**config.mk**
```make
export PLATFORM = sky130hd
export DESIGN_NAME = odpq_dist_lane
export DESIGN_NICKNAME = d
export VERILOG_FILES = /design/src/rtl/odpq_pkg.sv /design/src/rtl/odpq_dist_lane.sv
export SDC_FILE = /design/constraint.sdc
export NUM_CORES = 2
export LEC_CHECK = 0
export BUFFER_PORTS_ARGS = -buffer_cell sky130_fd_sc_hd__buf_2
export CORE_ASPECT_RATIO = 0.75
export CORE_MARGIN = 2
export CORE_UTILIZATION = 45
export CTS_CLUSTER_SIZE = 16
export DETAILED_ROUTE_END_ITERATION = 10
export GPL_TIMING_DRIVEN = 1
export PLACE_DENSITY = 0.68
export SYNTH_ARGS = -nofsm -noshare
export SYNTH_HDL_FRONTEND = slang
export SYNTH_SLANG_ARGS = --single-unit
```
**constraint.sdc**
```tcl
create_clock -name i_clk -period 10.8 [get_ports i_clk]
set_clock_uncertainty 0.15 [all_clocks]
set_input_delay 3.24 -clock i_clk [delete_from_list [all_inputs] [get_ports i_clk]]
set_output_delay 3.24 -clock i_clk [all_outputs]
set_load 0.05 [all_outputs]
```
**src/rtl/odpq_pkg.sv**
```systemverilog
package odpq_pkg;

    // fixed field widths
    localparam int COORD_W = 12;
    localparam int CHAN_W  = 8;
    localparam int RGB_W   = 3 * CHAN_W;
    localparam int IDX_W   = 3;
    localparam int CNT_W   = 3;

    // palette storage and entries in use
    localparam int NUM_PAL    = 7;
    localparam int MAX_COLORS = 7;
    localparam int N_USE_MAX  = (MAX_COLORS < NUM_PAL) ? MAX_COLORS : NUM_PAL;

    // configuration port
    localparam int CFG_IDX_W  = 3;
    localparam int CFG_DATA_W = RGB_W;
    localparam logic [CFG_IDX_W-1:0] REG_COUNT = 3'd0;
    localparam logic [CFG_IDX_W-1:0] REG_PAL0  = 3'd1;

    localparam logic [CNT_W-1:0] COUNT_RESET = 3'd7;
    localparam logic [RGB_W-1:0] PAL_RESET [NUM_PAL] = '{
        24'h000000, 24'hFFFFFF, 24'h00FF00, 24'h0000FF,
        24'hFF0000, 24'hFFFF00, 24'hFF8000
    };

    // datapath widths
    localparam int OFF_W  = 8;   // dither offset, -46..40
    localparam int D_W    = 10;  // dithered channel and channel difference
    localparam int P_W    = 16;  // weighted difference, |59*301| < 2^15
    localparam int DIST_W = 29;  // sum of squares < 2^29

    // luma weights and dither amplitudes
    localparam int W_RED   = 30;
    localparam int W_GREEN = 59;
    localparam int W_BLUE  = 11;
    localparam int K_RED   = 92;
    localparam int K_GREEN = 85;
    localparam int K_BLUE  = 65;

    localparam logic [3:0] BAYER [4][4] = '{
        '{4'd0,  4'd8,  4'd2,  4'd10},
        '{4'd12, 4'd4,  4'd14, 4'd6},
        '{4'd3,  4'd11, 4'd1,  4'd9},
        '{4'd15, 4'd7,  4'd13, 4'd5}
    };

    // min tree shape
    localparam int L6_N = (NUM_PAL + 1) / 2;
    localparam int L7_N = (L6_N + 1) / 2;

    typedef struct packed {
        logic s3;
        logic s4;
        logic s5;
    } t_lane_en;

    typedef struct packed {
        logic                 vld;
        logic [IDX_W-1:0]     idx;
        logic [DIST_W-1:0]    dval;
    } t_cand;

    typedef struct packed {
        logic                 hit;
        logic [IDX_W-1:0]     hidx;
        logic [NUM_PAL-1:0]   mask;
    } t_side;

    // round half away from zero of k*(t-8)/16
    function automatic logic signed [OFF_W-1:0] f_offset(input int k, input logic [3:0] t);
        int num;
        num = k * (int'(t) - 8);
        if (num < 0) begin
            f_offset = OFF_W'(-((-num + 8) >>> 4));
        end else begin
            f_offset = OFF_W'((num + 8) >>> 4);
        end
    endfunction

    // lower-indexed candidate a wins ties
    function automatic t_cand f_pick(input t_cand a, input t_cand b);
        if (b.vld && (!a.vld || (b.dval < a.dval))) begin
            f_pick = b;
        end else begin
            f_pick = a;
        end
    endfunction

endpackage

```
**src/rtl/odpq_dist_lane.sv**
```systemverilog
module odpq_dist_lane (
    input  logic                                  i_clk,
    input  odpq_pkg::t_lane_en                    i_en,
    input  logic signed [odpq_pkg::D_W-1:0]       i_dr,
    input  logic signed [odpq_pkg::D_W-1:0]       i_dg,
    input  logic signed [odpq_pkg::D_W-1:0]       i_db,
    output logic [odpq_pkg::DIST_W-1:0]           o_dist
);
    import odpq_pkg::*;

    localparam logic signed [P_W-1:0] WR = P_W'(W_RED);
    localparam logic signed [P_W-1:0] WG = P_W'(W_GREEN);
    localparam logic signed [P_W-1:0] WB = P_W'(W_BLUE);

    logic signed [P_W-1:0]   r_pr, r_pg, r_pb;
    logic signed [P_W-1:0]   n_pr, n_pg, n_pb;
    logic signed [2*P_W-1:0] n_sr, n_sg, n_sb;
    logic [DIST_W-1:0]       r_sr, r_sg, r_sb;
    logic [DIST_W-1:0]       r_dist;

    // weighted differences
    assign n_pr = P_W'(i_dr) * WR;
    assign n_pg = P_W'(i_dg) * WG;
    assign n_pb = P_W'(i_db) * WB;

    // squares, always non-negative and below 2^29
    assign n_sr = r_pr * r_pr;
    assign n_sg = r_pg * r_pg;
    assign n_sb = r_pb * r_pb;

    always_ff @(posedge i_clk) begin
        if (i_en.s3) begin
            r_pr <= n_pr;
            r_pg <= n_pg;
            r_pb <= n_pb;
        end
        if (i_en.s4) begin
            r_sr <= n_sr[DIST_W-1:0];
            r_sg <= n_sg[DIST_W-1:0];
            r_sb <= n_sb[DIST_W-1:0];
        end
        if (i_en.s5) begin
            r_dist <= r_sr + r_sg + r_sb;
        end
    end

    assign o_dist = r_dist;

endmodule

```
==> impl_metrics.ini <==
[timing]
setup_viol = 0
relSlewSlack_pct = 32.6
post-route-period-util_pct = 67.7
hold_viol = 0
drv_slew = 0
setup_tns_ps = 0
worst_pin_slew_ps = 1010
fmax_mhz = 137
timing.final.crit_period_ps = 7310
rsz0062_at_grt = false

[yosys]
ys_ff_latch = 157
synthCells = 3256
netlist_area_um2 = 32600
yosysSeqAreaShare_pct = 14.5
yosysWarnings = 0
synth_ff_type = edfxtp_1
syn_nets = 4301
ys_types = 70
async_flop_share_pct = 0
syn_avg_cell_area_um2 = 10.0
synth_edf_count = 157

[layout]
finalNetCount = 4329
drive_gt1_share_pct = 3.79
area_growth_pct = 5.90
final_cells = 4254
num_antenna_cells = 0

[placement]
dp_hpwl_mm = 55.0
place_congestion = 0.874
portBuffers = 62
post-place-cells = 4222

[clock_tree]
cts_buffer_depth = 2
clk_pin_slew_ps = 70
clock-root-buffer = clkbuf_16
cts_tree = built
clk_latency_ps = 470
postCtsResizedCells = 0
numCtsBuffers = 17
htreeDepth = 4
clkSinkCount = 157
post_cts_buffers = 0
ctsHoldBuffers = 0

[global_routing]
met2_usage_pct = 27.3
overflow = 0
antenna_found_initial = 1
grt_max_degree = 80
first_global_vias = 22286
grtUsageMet1_pct = 29.8
grt.busiest_layer = met1
grt_pass1_wl_mm = 113
grtUsageMet3_pct = 3.44
track_usage_pct = 18.9

[critical_path]
required_ps = 10850
cp-start-kind = register
crit_path_end_kind = register
crit_type = reg -> reg
reg2reg_setup_slack_ps = 3490
worstPathArrival_ps = 7360
cp_max_fo = 16
r2r-start = r_pb[14]
crit_start = r_pb[14]

[hold_path]
hold_path_class = reg -> reg
hp-start = r_sg[0]

[floorplan]
dieArea_um2 = 74600
die_h_um = 237
start_util_pct = 45.4
io_pins = 63
core_um2 = 71800
rows = 85
die-width_um = 315

[drt]
drt_iter0_drc = 1205
drc = 0
drtPass1Iterations = 5
drtAntennaViolNets = 0
routedWlPerCell_um = 15.1
routed_wl_mm = 64.4
routed-via-count = 20699
avgViaCountPerCell = 4.87

[run]
cap_violations = 0

[run_status]
run_status = finished clean
==> per-layer routing <==
layer | vias up | wire, um
met1 | 10243 | 32500
met4 | 0 | 628
met5 | - | 0
met3 | 41 | 4230
met2 | 527 | 27100
li1 | 9888 | -
==> stage by stage <==
stage	cell area [um^2]	setup WS [ps]	util (%)	hold slack [ps]
floorplan	32600	3890	-	336
global placement	33900	3580	47.2	435
detailed placement	33900	3520	47.2	429
CTS	34500	3510	48.1	454
global route	34500	2960	48.1	462
finish	34500	3490	48.1	444
==> cell usage after synthesis (2+ instances only) <==
master,number,area [um^2]
o2111ai_1,4,35.0
o31a_1,2,17.5
nor3_1,24,120
fa_1,659,13200
xor2_1,42,368
a21o_1,41,308
nor2b_1,15,93.8
and2_1,111,694
nand4b_1,2,17.5
a31oi_1,11,68.8
or2_2,8,50.1
clkbuf_1,53,199
nor3_2,2,20.0
a211oi_1,3,22.5
nand2_1,231,867
nand3_1,30,150
or3_1,8,50.1
nor2_1,123,462
o21ai_0,27,135
o21ai_1,4,20.0
o21a_1,22,165
o21bai_1,22,165
o41a_1,3,33.8
nand4_1,7,43.8
edfxtp_1,157,4710
mux2i_1,4,40.0
a211o_1,6,52.6
mux2_2,5,56.3
and3_1,10,62.6
a221oi_1,3,26.3
nand2b_1,21,131
ha_1,352,4400
nor4_1,5,31.3
o211ai_1,6,45.0
a31o_2,5,43.8
o31ai_1,6,45.0
inv_1,948,3560
xnor2_1,150,1310
a2111oi_0,3,26.3
a21oi_1,91,455
==> registers in the layout, indices dropped and copies added, names as in the netlist <==
name	count
r_pb	15
o_dist	29
r_sr	26
r_pr	15
r_sb	28
r_pg	16
r_sg	28
==> worst paths after layout <==
path	end	cells after the start
max	r_sb[28]	19
min	o_dist[0]	1
max reg2reg	r_sb[28]	19
min reg2reg	o_dist[0]	1
==> worst max-delay path: stages, from the launching register on <==
cell	delay, ps
edfxtp_1	620
inv_1	480
nor2_1	190
fa_1	660
inv_1	120
fa_1	910
inv_1	170
fa_1	490
fa_1	560
fa_1	420
fa_1	440
ha_1	340
and3_1	220
nand2_1	100
o21ai_1	90
a2111oi_0	370
nor3_1	160
a211o_1	270
a21oi_1	180
xnor2_1	90
==> cell usage in the layout (no fill, tap or decap), types with 15 or more instances in the layout <==
cell	n
nand2b_1	21
o21bai_1	22
nand3_1	30
inv_1	948
and2_1	111
nor3_1	24
nor2_1	123
ha_1	352
nor2b_1	15
buf_2	61
o21a_1	22
clkbuf_16	17
o21ai_0	27
a21o_1	41
fa_1	659
edfxtp_1	157
a21oi_1	91
xnor2_1	150
nand2_1	231
xor2_1	42
==> logic make-up after synthesis <==
group / Yosys count / synth area share [%]
fa+ha+maj: 1011 / 54.0
buf+inv: 1004 / 11.6
simple gates: 603 / 8.73
compound gates: 279 / 5.80
xor+xnor: 192 / 5.16
flops: 157 / 14.5
mux: 9 / 0.296
other cells: 1 / 0.0115
==> layout make-up <==
type                            count  area [um^2]
Inverter                          949         3560
Tap cell                          957         1200
Timing Repair Buffer               64          328
Clock inverter                     14          178
Clock buffer                       18          429
Fill cell                        6655        37300
Multi-Input combinational cell   2095        24100
Sequential cell                   157         4710
Power is left out: the tool's default activity adds up to more than one toggle a clock period on the data nets, which glitch-free logic cannot reach.
